### src/rtl/mbce_pkg.sv
// Shared types and constants for the monochrome color-expansion blitter.
// Used by every module of the block; depends on nothing else.
package mbce_pkg;

  // Largest rectangle side; larger requests are clamped to it.
  localparam int unsigned MAX_DIM = 4096;
  localparam int unsigned DIM_W   = $clog2(MAX_DIM + 1);

  // Fixed field widths of the item and result streams.
  localparam int unsigned COORD_W = 12;
  localparam int unsigned COLOR_W = 24;
  localparam int unsigned ADDR_W  = 32;

  // Input item kinds carried on the op bit.
  localparam logic OP_START  = 1'b0;
  localparam logic OP_BITMAP = 1'b1;

  // One classified item, as it travels from the front end to the back end.
  typedef struct packed {
    logic                 is_start;
    logic [COORD_W-1:0]   start_x;
    logic [COORD_W-1:0]   start_y;
    logic [DIM_W-1:0]     rect_width;
    logic [DIM_W-1:0]     rect_height;
    logic [COLOR_W-1:0]   color_fg;
    logic [COLOR_W-1:0]   color_bg;
    logic [7:0]           pixel_bits;
    logic                 nonempty;
  } mbce_item_t;

  // Configuration register values seen by the back end.
  typedef struct packed {
    logic [ADDR_W-1:0] base_address;
    logic [15:0]       line_pitch;
    logic [2:0]        bytes_per_pixel;
    logic [1:0]        blue_lane;
    logic [1:0]        green_lane;
    logic [1:0]        red_lane;
  } mbce_cfg_t;

endpackage

### src/rtl/mbce_front.sv
// Front end: input register stage that accepts items, clamps the rectangle
// size and marks empty rectangles. Depends on mbce_pkg.
module mbce_front (
  input  logic                    clk,
  input  logic                    rst_n,
  input  logic                    in_valid,
  output logic                    in_ready,
  input  logic                    op,
  input  logic [11:0]             start_x,
  input  logic [11:0]             start_y,
  input  logic [12:0]             rect_width,
  input  logic [12:0]             rect_height,
  input  logic [23:0]             color_fg,
  input  logic [23:0]             color_bg,
  input  logic [7:0]              pixel_bits,
  output logic                    item_valid,
  input  logic                    item_ready,
  output mbce_pkg::mbce_item_t    item
);
  import mbce_pkg::*;

  logic       stage_v_r;
  logic       stage_v_nxt;
  mbce_item_t stage_item_r;
  mbce_item_t stage_item_nxt;
  logic [DIM_W-1:0] w_clamp;
  logic [DIM_W-1:0] h_clamp;

  assign in_ready   = !stage_v_r || item_ready;
  assign item_valid = stage_v_r;
  assign item       = stage_item_r;

  // Clamp oversized sides and classify the item.
  always_comb begin
    w_clamp = (rect_width > DIM_W'(MAX_DIM)) ? DIM_W'(MAX_DIM) : rect_width;
    h_clamp = (rect_height > DIM_W'(MAX_DIM)) ? DIM_W'(MAX_DIM) : rect_height;
    stage_item_nxt = stage_item_r;
    stage_v_nxt    = stage_v_r && !item_ready;
    if (in_valid && in_ready) begin
      stage_v_nxt                = 1'b1;
      stage_item_nxt.is_start    = (op == OP_START);
      stage_item_nxt.start_x     = start_x;
      stage_item_nxt.start_y     = start_y;
      stage_item_nxt.rect_width  = w_clamp;
      stage_item_nxt.rect_height = h_clamp;
      stage_item_nxt.color_fg    = color_fg;
      stage_item_nxt.color_bg    = color_bg;
      stage_item_nxt.pixel_bits  = pixel_bits;
      stage_item_nxt.nonempty    = (w_clamp != '0) && (h_clamp != '0);
    end
  end

  // Stage register; only the valid flag is reset.
  always_ff @(posedge clk) begin
    if (!rst_n) begin
      stage_v_r <= 1'b0;
    end else begin
      stage_v_r <= stage_v_nxt;
    end
    stage_item_r <= stage_item_nxt;
  end

endmodule

### src/rtl/mbce_queue.sv
// Two-entry queue between the front end and the back end, so that each
// side can stall on its own. Depends on mbce_pkg.
module mbce_queue (
  input  logic                    clk,
  input  logic                    rst_n,
  input  logic                    push_valid,
  output logic                    push_ready,
  input  mbce_pkg::mbce_item_t    push_item,
  output logic                    pop_valid,
  input  logic                    pop_ready,
  output mbce_pkg::mbce_item_t    pop_item
);
  import mbce_pkg::*;

  mbce_item_t entry_r [2];
  logic       wr_ptr_r;
  logic       rd_ptr_r;
  logic [1:0] count_r;
  logic       do_push;
  logic       do_pop;

  assign push_ready = (count_r != 2'd2);
  assign pop_valid  = (count_r != 2'd0);
  assign pop_item   = entry_r[rd_ptr_r];
  assign do_push    = push_valid && push_ready;
  assign do_pop     = pop_valid && pop_ready;

  // Pointers and fill count.
  always_ff @(posedge clk) begin
    if (!rst_n) begin
      wr_ptr_r <= 1'b0;
      rd_ptr_r <= 1'b0;
      count_r  <= 2'd0;
    end else begin
      if (do_push) begin
        wr_ptr_r <= !wr_ptr_r;
      end
      if (do_pop) begin
        rd_ptr_r <= !rd_ptr_r;
      end
      count_r <= count_r + {1'b0, do_push} - {1'b0, do_pop};
    end
  end

  // Entry storage.
  always_ff @(posedge clk) begin
    if (do_push) begin
      entry_r[wr_ptr_r] <= push_item;
    end
  end

endmodule

### src/rtl/mbce_back.sv
// Back end: latches rectangles, walks bitmap bits and emits one pixel write
// per cycle into the output register while it is free. Depends on mbce_pkg.
module mbce_back (
  input  logic                    clk,
  input  logic                    rst_n,
  input  mbce_pkg::mbce_cfg_t     cfg,
  input  logic                    q_valid,
  output logic                    q_ready,
  input  mbce_pkg::mbce_item_t    q_item,
  output logic                    out_valid,
  input  logic                    out_ready,
  output logic [31:0]             write_address,
  output logic [31:0]             write_data,
  output logic [3:0]              byte_enable,
  output logic                    last,
  output logic                    done_res
);
  import mbce_pkg::*;

  typedef enum logic [1:0] {
    S_IDLE,
    S_ADD,
    S_PIX
  } state_t;

  state_t state_r, state_nxt;
  logic   active_r, active_nxt;
  logic   out_valid_r, out_valid_nxt;

  logic [DIM_W-1:0]   col_r, col_nxt;
  logic [DIM_W-1:0]   row_r, row_nxt;
  logic [DIM_W-1:0]   width_r, width_nxt;
  logic [DIM_W-1:0]   height_r, height_nxt;
  logic [COLOR_W-1:0] fg_r, fg_nxt;
  logic [COLOR_W-1:0] bg_r, bg_nxt;
  logic [ADDR_W-1:0]  row_addr_r, row_addr_nxt;
  logic [ADDR_W-1:0]  pix_addr_r, pix_addr_nxt;
  logic [27:0]        prod_y_r, prod_y_nxt;
  logic [14:0]        prod_x_r, prod_x_nxt;
  logic [7:0]         bits_r, bits_nxt;
  logic [2:0]         k_r, k_nxt;

  logic [31:0] oaddr_r, oaddr_nxt;
  logic [31:0] odata_r, odata_nxt;
  logic [3:0]  oen_r, oen_nxt;
  logic        olast_r, olast_nxt;
  logic        odone_r, odone_nxt;

  logic              out_free;
  logic              emit;
  logic [7:0]        cur_bits;
  logic [2:0]        cur_k;
  logic [COLOR_W-1:0] color;
  logic [DIM_W-1:0]  col_inc;
  logic [DIM_W-1:0]  row_inc;
  logic              row_end;
  logic              rect_end;
  logic              last_pix;
  logic [31:0]       lane_data;
  logic [3:0]        lane_en;

  assign out_valid     = out_valid_r;
  assign write_address = oaddr_r;
  assign write_data    = odata_r;
  assign byte_enable   = oen_r;
  assign last          = olast_r;
  assign done_res      = odone_r;

  // Pixel selection and end-of-row / end-of-rectangle detection.
  always_comb begin
    out_free = !out_valid_r || out_ready;
    emit     = out_free && ((state_r == S_PIX) ||
               ((state_r == S_IDLE) && q_valid && !q_item.is_start && active_r));
    q_ready  = (state_r == S_IDLE) && (q_item.is_start || !active_r || out_free);
    cur_bits = (state_r == S_PIX) ? bits_r : q_item.pixel_bits;
    cur_k    = (state_r == S_PIX) ? k_r : 3'd0;
    color    = cur_bits[7] ? fg_r : bg_r;
    col_inc  = col_r + DIM_W'(1);
    row_inc  = row_r + DIM_W'(1);
    row_end  = (col_inc >= width_r);
    rect_end = row_end && (row_inc >= height_r);
    last_pix = rect_end || (cur_k == 3'd7);
  end

  // Place the color bytes in their lanes; red beats green, green beats blue.
  always_comb begin
    for (int i = 0; i < 4; i++) begin
      lane_en[i] = (cfg.red_lane == 2'(i)) || (cfg.green_lane == 2'(i)) ||
                   (cfg.blue_lane == 2'(i));
      if (cfg.red_lane == 2'(i)) begin
        lane_data[i*8 +: 8] = color[23:16];
      end else if (cfg.green_lane == 2'(i)) begin
        lane_data[i*8 +: 8] = color[15:8];
      end else if (cfg.blue_lane == 2'(i)) begin
        lane_data[i*8 +: 8] = color[7:0];
      end else begin
        lane_data[i*8 +: 8] = 8'd0;
      end
    end
  end

  // Sequencer next state.
  always_comb begin
    state_nxt     = state_r;
    active_nxt    = active_r;
    out_valid_nxt = out_valid_r && !out_ready;
    col_nxt       = col_r;
    row_nxt       = row_r;
    width_nxt     = width_r;
    height_nxt    = height_r;
    fg_nxt        = fg_r;
    bg_nxt        = bg_r;
    row_addr_nxt  = row_addr_r;
    pix_addr_nxt  = pix_addr_r;
    prod_y_nxt    = prod_y_r;
    prod_x_nxt    = prod_x_r;
    bits_nxt      = bits_r;
    k_nxt         = k_r;
    oaddr_nxt     = oaddr_r;
    odata_nxt     = odata_r;
    oen_nxt       = oen_r;
    olast_nxt     = olast_r;
    odone_nxt     = odone_r;

    case (state_r)
      S_IDLE: begin
        // A start item latches the rectangle and forms the origin products.
        if (q_valid && q_item.is_start) begin
          width_nxt  = q_item.rect_width;
          height_nxt = q_item.rect_height;
          fg_nxt     = q_item.color_fg;
          bg_nxt     = q_item.color_bg;
          col_nxt    = '0;
          row_nxt    = '0;
          active_nxt = q_item.nonempty;
          prod_y_nxt = cfg.line_pitch * q_item.start_y;
          prod_x_nxt = cfg.bytes_per_pixel * q_item.start_x;
          state_nxt  = S_ADD;
        end
      end
      S_ADD: begin
        row_addr_nxt = cfg.base_address + {4'd0, prod_y_r} + {17'd0, prod_x_r};
        pix_addr_nxt = cfg.base_address + {4'd0, prod_y_r} + {17'd0, prod_x_r};
        state_nxt    = S_IDLE;
      end
      S_PIX: begin
        state_nxt = S_PIX;
      end
      default: begin
        state_nxt = S_IDLE;
      end
    endcase

    // One pixel write per cycle while the output register can take it.
    if (emit) begin
      out_valid_nxt = 1'b1;
      oaddr_nxt     = pix_addr_r;
      odata_nxt     = lane_data;
      oen_nxt       = lane_en;
      olast_nxt     = last_pix;
      odone_nxt     = rect_end;
      bits_nxt      = {cur_bits[6:0], 1'b0};
      k_nxt         = cur_k + 3'd1;
      if (row_end) begin
        col_nxt      = '0;
        row_nxt      = row_inc;
        row_addr_nxt = row_addr_r + {16'd0, cfg.line_pitch};
        pix_addr_nxt = row_addr_r + {16'd0, cfg.line_pitch};
      end else begin
        col_nxt      = col_inc;
        pix_addr_nxt = pix_addr_r + {29'd0, cfg.bytes_per_pixel};
      end
      if (rect_end) begin
        active_nxt = 1'b0;
      end
      state_nxt = last_pix ? S_IDLE : S_PIX;
    end
  end

  // State and registered outputs; control state is reset.
  always_ff @(posedge clk) begin
    if (!rst_n) begin
      state_r     <= S_IDLE;
      active_r    <= 1'b0;
      out_valid_r <= 1'b0;
    end else begin
      state_r     <= state_nxt;
      active_r    <= active_nxt;
      out_valid_r <= out_valid_nxt;
    end
    col_r      <= col_nxt;
    row_r      <= row_nxt;
    width_r    <= width_nxt;
    height_r   <= height_nxt;
    fg_r       <= fg_nxt;
    bg_r       <= bg_nxt;
    row_addr_r <= row_addr_nxt;
    pix_addr_r <= pix_addr_nxt;
    prod_y_r   <= prod_y_nxt;
    prod_x_r   <= prod_x_nxt;
    bits_r     <= bits_nxt;
    k_r        <= k_nxt;
    oaddr_r    <= oaddr_nxt;
    odata_r    <= odata_nxt;
    oen_r      <= oen_nxt;
    olast_r    <= olast_nxt;
    odone_r    <= odone_nxt;
  end

endmodule

### src/rtl/mono_bitmap_color_expand_blit.sv
// Top level of the monochrome color-expansion blitter: configuration
// registers and the front end, queue and back end. Depends on mbce_pkg.
//
// A start item latches a rectangle and yields no pixel; each following bitmap
// byte yields one pixel write per bit, most significant bit first, until the
// rectangle is complete. The back end emits one pixel write per cycle while the
// output is not stalled; a start item passes through the origin multiply and
// then the address add, and a byte arriving with no active rectangle is dropped.
// A two-entry queue lets the input keep flowing while the output is stalled.
// Registers may be changed only while no transfer is in flight; an active
// rectangle uses the current pitch, pixel size and lanes for each pixel.
module mono_bitmap_color_expand_blit (
  input  logic         clk,
  input  logic         rst_n,
  // Input stream.
  input  logic         in_tvalid,
  output logic         in_tready,
  // tdata from bit 0: start_x[11:0], start_y[11:0], rect_width[12:0],
  // rect_height[12:0], color_fg[23:0], color_bg[23:0], pixel_bits[7:0], zero pad
  input  logic [111:0] in_tdata,
  // tuser: op
  input  logic         in_tuser,
  // Result stream.
  output logic         out_tvalid,
  input  logic         out_tready,
  // tdata from bit 0: write_address[31:0], write_data[31:0], byte_enable[3:0],
  // zero pad
  output logic [71:0]  out_tdata,
  // tlast: last pixel of this byte
  output logic         out_tlast,
  // tuser: done_res
  output logic         out_tuser,
  // Configuration port.
  input  logic         cfg_psel,
  input  logic         cfg_penable,
  input  logic         cfg_pwrite,
  input  logic [4:0]   cfg_paddr,
  input  logic [31:0]  cfg_pwdata,
  output logic [31:0]  cfg_prdata,
  output logic         cfg_pready
);
  import mbce_pkg::*;

  typedef enum logic [2:0] {
    REG_BASE  = 3'd0,
    REG_PITCH = 3'd1,
    REG_BPP   = 3'd2,
    REG_BLUE  = 3'd3,
    REG_GREEN = 3'd4,
    REG_RED   = 3'd5
  } reg_idx_t;

  mbce_cfg_t  cfg_r;
  logic [2:0] reg_sel;
  logic       cfg_wr;

  logic       f_valid;
  logic       f_ready;
  mbce_item_t f_item;
  logic       q_valid;
  logic       q_ready;
  mbce_item_t q_item;

  logic [31:0] wr_address;
  logic [31:0] wr_data;
  logic [3:0]  wr_en;

  assign cfg_pready = 1'b1;
  assign reg_sel    = cfg_paddr[4:2];
  assign cfg_wr     = cfg_psel && cfg_penable && cfg_pwrite && cfg_pready;

  // Register writes.
  always_ff @(posedge clk) begin
    if (!rst_n) begin
      cfg_r.base_address    <= 32'd0;
      cfg_r.line_pitch      <= 16'd4096;
      cfg_r.bytes_per_pixel <= 3'd4;
      cfg_r.blue_lane       <= 2'd0;
      cfg_r.green_lane      <= 2'd1;
      cfg_r.red_lane        <= 2'd2;
    end else if (cfg_wr) begin
      case (reg_sel)
        REG_BASE:  cfg_r.base_address    <= cfg_pwdata;
        REG_PITCH: cfg_r.line_pitch      <= cfg_pwdata[15:0];
        REG_BPP:   cfg_r.bytes_per_pixel <= cfg_pwdata[2:0];
        REG_BLUE:  cfg_r.blue_lane       <= cfg_pwdata[1:0];
        REG_GREEN: cfg_r.green_lane      <= cfg_pwdata[1:0];
        REG_RED:   cfg_r.red_lane        <= cfg_pwdata[1:0];
        default: begin
        end
      endcase
    end
  end

  // Register reads.
  always_comb begin
    case (reg_sel)
      REG_BASE:  cfg_prdata = cfg_r.base_address;
      REG_PITCH: cfg_prdata = {16'd0, cfg_r.line_pitch};
      REG_BPP:   cfg_prdata = {29'd0, cfg_r.bytes_per_pixel};
      REG_BLUE:  cfg_prdata = {30'd0, cfg_r.blue_lane};
      REG_GREEN: cfg_prdata = {30'd0, cfg_r.green_lane};
      REG_RED:   cfg_prdata = {30'd0, cfg_r.red_lane};
      default:   cfg_prdata = 32'd0;
    endcase
  end

  mbce_front u_front (
    .clk         (clk),
    .rst_n       (rst_n),
    .in_valid    (in_tvalid),
    .in_ready    (in_tready),
    .op          (in_tuser),
    .start_x     (in_tdata[11:0]),
    .start_y     (in_tdata[23:12]),
    .rect_width  (in_tdata[36:24]),
    .rect_height (in_tdata[49:37]),
    .color_fg    (in_tdata[73:50]),
    .color_bg    (in_tdata[97:74]),
    .pixel_bits  (in_tdata[105:98]),
    .item_valid  (f_valid),
    .item_ready  (f_ready),
    .item        (f_item)
  );

  mbce_queue u_queue (
    .clk        (clk),
    .rst_n      (rst_n),
    .push_valid (f_valid),
    .push_ready (f_ready),
    .push_item  (f_item),
    .pop_valid  (q_valid),
    .pop_ready  (q_ready),
    .pop_item   (q_item)
  );

  mbce_back u_back (
    .clk           (clk),
    .rst_n         (rst_n),
    .cfg           (cfg_r),
    .q_valid       (q_valid),
    .q_ready       (q_ready),
    .q_item        (q_item),
    .out_valid     (out_tvalid),
    .out_ready     (out_tready),
    .write_address (wr_address),
    .write_data    (wr_data),
    .byte_enable   (wr_en),
    .last          (out_tlast),
    .done_res      (out_tuser)
  );

  assign out_tdata = {4'd0, wr_en, wr_data, wr_address};

endmodule

### config.mk
export PLATFORM = sky130hd
export DESIGN_NAME = mono_bitmap_color_expand_blit
export DESIGN_NICKNAME = d
export VERILOG_FILES = /design/src/rtl/mbce_pkg.sv /design/src/rtl/mbce_front.sv /design/src/rtl/mbce_queue.sv /design/src/rtl/mbce_back.sv /design/src/rtl/mono_bitmap_color_expand_blit.sv
export SDC_FILE = /design/constraint.sdc
export NUM_CORES = 1
export LEC_CHECK = 0
export BUFFER_PORTS_ARGS = -buffer_cell sky130_fd_sc_hd__buf_2
export CAP_MARGIN = 10
export CORE_AREA = 2 2 314 316
export CTS_CLUSTER_SIZE = 8
export DETAILED_ROUTE_END_ITERATION = 8
export DIE_AREA = 0 0 316 318
export MAX_ROUTING_LAYER = met4
export PLACE_DENSITY = 0.55
export SYNTH_ARGS = -nofsm -noshare
export SYNTH_HDL_FRONTEND = slang
export SYNTH_SLANG_ARGS = --single-unit
### constraint.sdc
create_clock -name clk -period 9.2 [get_ports clk]
set_input_delay 1.84 -clock clk [delete_from_list [all_inputs] [get_ports clk]]
set_output_delay 1.84 -clock clk [all_outputs]
set_load 0.03 [all_outputs]
==> results of run 1 <==
-- path summary, 6_finish.rpt --
path	depth (start not counted)	startpoint	to
max reg2reg	21	flip-flop	u_back.prod_y_r[26]
max	21	flip-flop	u_back.prod_y_r[26]
min	0	u_front.item[103]	u_queue.entry_r[0][103]
min reg2reg	0	u_front.item[103]	u_queue.entry_r[0][103]
-- worst reg2reg max path: stages (launching register included) --
cell	delay [ps]
dfxtp_4	590
mux2_2	590
and2_1	240
fa_1	540
inv_1	60
fa_1	530
inv_1	50
fa_1	460
fa_1	560
inv_1	60
fa_1	530
inv_1	40
ha_1	370
a21oi_1	150
o21ai_0	140
or3_1	350
o211ai_1	240
o21ai_0	260
a2111oi_0	470
o21bai_1	110
a21oi_1	180
xnor2_1	90
-- through the flow --
step / utilization / hold slack [ps]
floorplan: - / 421
global placement: 0.402 / 423
detailed placement: 0.402 / 430
CTS: 0.432 / 441
global route: 0.432 / 441
finish: 0.432 / 435
-- state kept, by name (all words and copies together), names as in the netlist, 28 cells and up, named ones only --
register,flops
u_front.item,108
u_back.write_data,32
u_back.write_address,32
u_back.row_addr_r,32
u_queue.entry_r,216
u_back.pix_addr_r,32
u_back.prod_y_r,28
cfg_r,57
-- routing by layer --
| metal | vias to the layer above | global-route usage | part of all wire |
|---|---|---|---|
| li1 | 11344 | - | - |
| met3 | 139 | 0.0350 | 0.055 |
| met4 | 0 | 0.0560 | 0.025 |
| met1 | 11372 | 0.233 | 0.45 |
| met5 | - | - | 0 |
| met2 | 515 | 0.285 | 0.47 |
-- logic make-up after synthesis --
family,after synthesis,share of synthesized area
and+or+nand+nor,889,0.113
DFF,678,0.526
AOI/OAI and AO/OA,507,0.0884
buffers and inverters,411,0.0436
adders and majority gates,341,0.151
muxes,150,0.0445
xor gates and xnor gates,138,0.0331
other,2,0.000205
-- layout make-up --
cell class                      count  area (um2)  area share
Antenna cell                       12        30.0    0.000713
Clock buffer                      166        2730      0.0648
Clock inverter                     11         188     0.00446
Inverter                          274        1030      0.0246
Multi-Input combinational cell   2030       15800       0.375
Sequential cell                   678       19200       0.457
Tap cell                         1287        1610      0.0383
Timing Repair Buffer              278        1460      0.0346
-- cell usage in the layout (no fill, tap or decap), types with 39 or more instances in the layout --
| master | n |
|---|---|
| and3_1 | 40 |
| a21oi_1 | 123 |
| fa_1 | 169 |
| nor2_1 | 118 |
| and2_1 | 104 |
| buf_2 | 252 |
| o22ai_1 | 39 |
| a21boi_0 | 53 |
| edfxtp_1 | 566 |
| nand2_1 | 426 |
| ha_1 | 172 |
| inv_1 | 272 |
| clkbuf_16 | 98 |
| dfxtp_1 | 111 |
| xnor2_1 | 82 |
| xor2_1 | 56 |
| nand3_1 | 57 |
| clkbuf_1 | 66 |
| mux2i_1 | 51 |
| o21ai_0 | 121 |
| nor2b_1 | 49 |
| mux2_2 | 98 |
-- report_power, final --
part / switching [mW] / leakage (nW) / internal (mW) / total, mW
logic: 1.61 / 9.44 / 0.953 / 2.57
registers: 0.262 / 6.19 / 3.98 / 4.24
clock network: 1.34 / 1.38 / 2.01 / 3.36
==> flow_metrics.tcl, run 1 <==
set metrics [dict create \
    synth-seq-cells 678 \
    wire_per_inst_um 18.4 \
    grt_use_total 0.180 \
    path_common_cell "fa_1" \
    ios 266 \
    io_buffers 252 \
    initial_core_util 0.375 \
    finalNonFillerCells 4736 \
    routed_via_density 4.93 \
    ys_top_cells_by_count "edfxtp_1 (566), nand2_1 (426), inv_1 (274)" \
    placed_cell_area_um2 39100 \
    wirelength_um 87000 \
    synthArstFlopShare 0 \
    yosys_warnings 0 \
    routabilityCongestion 0.846 \
    ir_drop_mv 0.160 \
    syn_to_final_growth_pct 15.1 \
    dp_slack_ps 2320 \
    rows 115 \
    grt_pass1_vias 23925 \
    cts_resized 0 \
    outcome "finished, final reports clean" \
    post-route-period-util 0.750 \
    dieWidth_um 316 \
    cts_buffers 97 \
    final_antenna_net_count 0 \
    finalPower_mw 10.2 \
    hold_viol_final 0 \
    p_leak_nw 17.0 \
    htreeDepth 3 \
    crit_type "reg -> reg" \
    die_h_um 318 \
    min_path_type "reg -> reg" \
    dp.cells 4547 \
    dp.final_hpwl_um 62100 \
    fin_ws_ps 2300 \
    nets 3857 \
    critPathMaxStageDelay_ps 590 \
    dr.pass1.iters 5 \
    final.min_clock_period_ps 6900 \
    yosysTopAreaCell "edfxtp_1" \
    holdBufCountCts 0 \
    grt_overflow 0 \
    syn-cell-area_um2 36600 \
    synth_edf_count 566 \
    power-per-cell-area_nw_per_um2 241 \
    insertion_delay_ps 670 \
    core_um2 97400 \
    fillers 9170 \
    cap_violations 0 \
    cts.path.max_buffers 3 \
    cpMaxStageDelayCell "dfxtp_4" \
    vias 23370 \
    avgSynthCellArea_um2 11.7 \
    cp_max_fo 24 \
    final_area_um2 42100 \
    max_slew_margin 0.331 \
    layout-drive-gt1-share 0.149 \
    crit_family "adder cells" \
    yosysUniqueCellTypes 72 \
    cts_setup_buffers 0 \
    grt_max_degree 71 \
    synth_top_area_share 0.465 \
    critPathLaunchType "flip-flop" \
    critPathBufInv 4 \
    grt_pass1_wl_um 136000 \
    drv_slew 0 \
    yosysSeqAreaShare 0.526 \
    yosysMostFrequentCell "edfxtp_1" \
    synth_ff_type "edfxtp_1" \
    cp_cell_sequence "mux2_2 -> and2_1 -> fa_1 -> inv_1 -> fa_1 -> inv_1 -> fa_1 -> fa_1 -> inv_1 -> fa_1 -> inv_1 -> ha_1 -> a21oi_1 -> o21ai_0 -> or3_1 -> o211ai_1 -> o21ai_0 -> a2111oi_0 -> o21bai_1 -> a21oi_1 -> xnor2_1" \
    tightest_slew_ps 1000 \
    drt_iter0_drc 1463 \
    root_buffer "clkbuf_16" \
    rrSetupSlack_ps 2300 \
    netlist_instances 3116 \
    dieArea_um2 100000 \
    antenna_found_initial 17 \
    cp_data_arrival_time_ps 7270 \
    drc_errors 0 \
    cts_sinks 678 \
    setup_viol 0 \
    fmax_mhz 145 \
    worst_setup_path_end_kind "flip-flop" \
    final.setup.tns_ps 0 \
    rsz0062_at_grt "no" \
    cp_data_required_time_ps 9570 \
    fin_skew_ps 58.7 \
    cts_tree "done" \
    yosys-top-cells-area "edfxtp_1 (46%), fa_1 (9.3%), dfxtp_1 (6.1%)" \
    path_clk_slew_ps 50 \
]
Note: power is estimated with default switching activity, not from simulation.
==> run 2, diff against run 1 <==
PLACE_DENSITY = 0.57   (was 0.55)
clock period = 6.2 ns   (was 9.2 ns; I/O delays follow)
==> run 2 against run 1 <==
Worst setup slack got worse by 2100 ps. Cell area rose by 1.1%. Combinational power rose by 53%. Core utilization rose by 0.48 points. Worst hold slack got worse by 6.1 ps. Clock-buffer cell count rose by 5. Critical path depth fell by 1. Clock power rose by 48%. Largest power group unchanged. Highest routed layer unchanged.
==> flow_metrics.tcl, run 2 (synthesized netlist as in run 1, its figures left out) <==
set metrics [dict create \
    cp_cell_sequence "buf_4 -> mux2_2 -> and2_1 -> fa_1 -> fa_1 -> fa_1 -> fa_1 -> inv_1 -> fa_1 -> inv_1 -> ha_1 -> a21oi_1 -> o21ai_1 -> or3_1 -> o211ai_1 -> o21ai_2 -> a2111oi_4 -> o21bai_1 -> a21oi_1 -> xnor2_1" \
    cts.path.max_buffers 3 \
    syn_to_final_growth_pct 16.4 \
    mostFrequentLayoutCells "edfxtp_1 (566), nand2_1 (426), inv_1 (272), buf_2 (252), ha_1 (171)" \
    drc_errors 0 \
    insertion_delay_ps 680 \
    layout-drive-gt1-share 0.163 \
    drt_iter0_drc 1398 \
    grt_pass1_wl_um 134000 \
    worst_setup_path_end_kind "flip-flop" \
    wirelength_um 87000 \
    crit_type "reg -> reg" \
    post-route-period-util 0.965 \
    final_area_um2 42600 \
    ios 266 \
    placed_cell_area_um2 39500 \
    path_clk_slew_ps 50 \
    wire_per_inst_um 18.2 \
    regMostFlops "u_queue.entry_r" \
    crit_family "adder cells" \
    cp_data_required_time_ps 6580 \
    largest_register_ffs 216 \
    fin_skew_ps 53.4 \
    crit_cells 20 \
    vias 23533 \
    rows 115 \
    path_common_cell "fa_1" \
    dieWidth_um 316 \
    grt_use_total 0.178 \
    final.setup.tns_ps 0 \
    nets 3902 \
    routed_via_density 4.92 \
    p_leak_nw 17.3 \
    dp_slack_ps -32.0 \
    critPathLaunchType "flip-flop" \
    dieArea_um2 100000 \
    tightest_slew_ps 1020 \
    worstRegToRegCells 20 \
    grt_max_degree 82 \
    power-per-cell-area_nw_per_um2 356 \
    grt_overflow 0 \
    cp_max_fo 8 \
    wl_met2_um 40900 \
    io_buffers 252 \
    fin_hold_ws_ps 429 \
    holdPathStages 0 \
    cp_data_arrival_time_ps 6360 \
    routed.top_layer "met4" \
    core_um2 97400 \
    hold_viol_final 0 \
    min_path_type "reg -> reg" \
    final_common_cell "edfxtp_1" \
    outcome "finished, final reports clean" \
    antenna_found_initial 17 \
    dp.final_hpwl_um 62300 \
    die_h_um 318 \
    cts_tree "done" \
    fmax_mhz 167 \
    hold_path.startpoint "u_front.item[99]" \
    final.min_clock_period_ps 5980 \
    cts_sinks 678 \
    cap_violations 0 \
    initial_core_util 0.375 \
    root_buffer "clkbuf_16" \
    critPathMaxStageDelay_ps 570 \
    grt_pass1_vias 23511 \
    fillers 9121 \
    ir_drop_mv 0.231 \
    cpMaxStageDelayCell "fa_1" \
    final_antenna_net_count 0 \
    critPathBufInv 3 \
    wl_met3_um 4900 \
    route.layer.met1.wl_um 38800 \
    cts_buffers 96 \
    routabilityCongestion 0.883 \
    drv_slew 0 \
    fin_ws_ps 216 \
    max_slew_margin 0.319 \
    dr.pass1.iters 5 \
    finalPower_mw 15.2 \
    setup_viol 0 \
    htreeDepth 3 \
]
[run 2: changes by cell type in the layout (fill, tap and decap cells not counted), moves of 5 or more]
cell,before,now
buf_4,26,69
clkbuf_1,66,72
mux2_4,0,5
mux2_2,98,93
[run 2: path summary, 6_finish.rpt]
path	end	slack, ps
setup / recovery	u_back.prod_y_r[26]	220
hold / removal	u_queue.entry_r[0][99]	430
setup reg to reg	u_back.prod_y_r[26]	220
hold reg to reg	u_queue.entry_r[0][99]	430
[run 2: timing repair]
item,in CTS,in global routing
hold buffers,0,0
pin swaps,2,12
setup buffers,0,2
endpoints found under the hold margin,0,0
setup endpoints to repair,3,7
gates resized for setup,5,16
[run 2: layer usage]
layer / global-route usage / vias to the layer above
li1: - / 11437
met1: 0.229 / 11419
met2: 0.280 / 559
met3: 0.0370 / 118
met4: 0.0585 / 0
met5: - / -
[run 2: where the power goes]
part	internal [mW]	leakage, nW	switching [mW]	total (mW)
registers	5.90	6.19	0.371	6.27
clock network	2.96	1.37	2.00	4.96
logic	1.49	9.71	2.43	3.92
total	10.4	17.3	4.80	15.2
[run 2: metrics by stage]
| step | std cells | utilization |
|---|---|---|
| 2_1_floorplan | 3119 | - |
| 3_3_place_gp | 4591 | 0.406 |
| 3_5_place_dp | 4591 | 0.406 |
| 4_1_cts | 4772 | 0.436 |
| 5_1_grt | 4787 | 0.437 |
| 6_report | 4787 | 0.437 |
[run 2: final cells by class]
class	count	area, um2	area share
sequential	678	19200	0.452
multi-input combinational	2030	15900	0.373
clock buffer	171	2710	0.0638
timing repair buffer	324	1840	0.0432
tap	1287	1610	0.0378
inverter	274	1030	0.0243
clock inverter	10	190	0.00447
antenna	13	32.5	0.000764
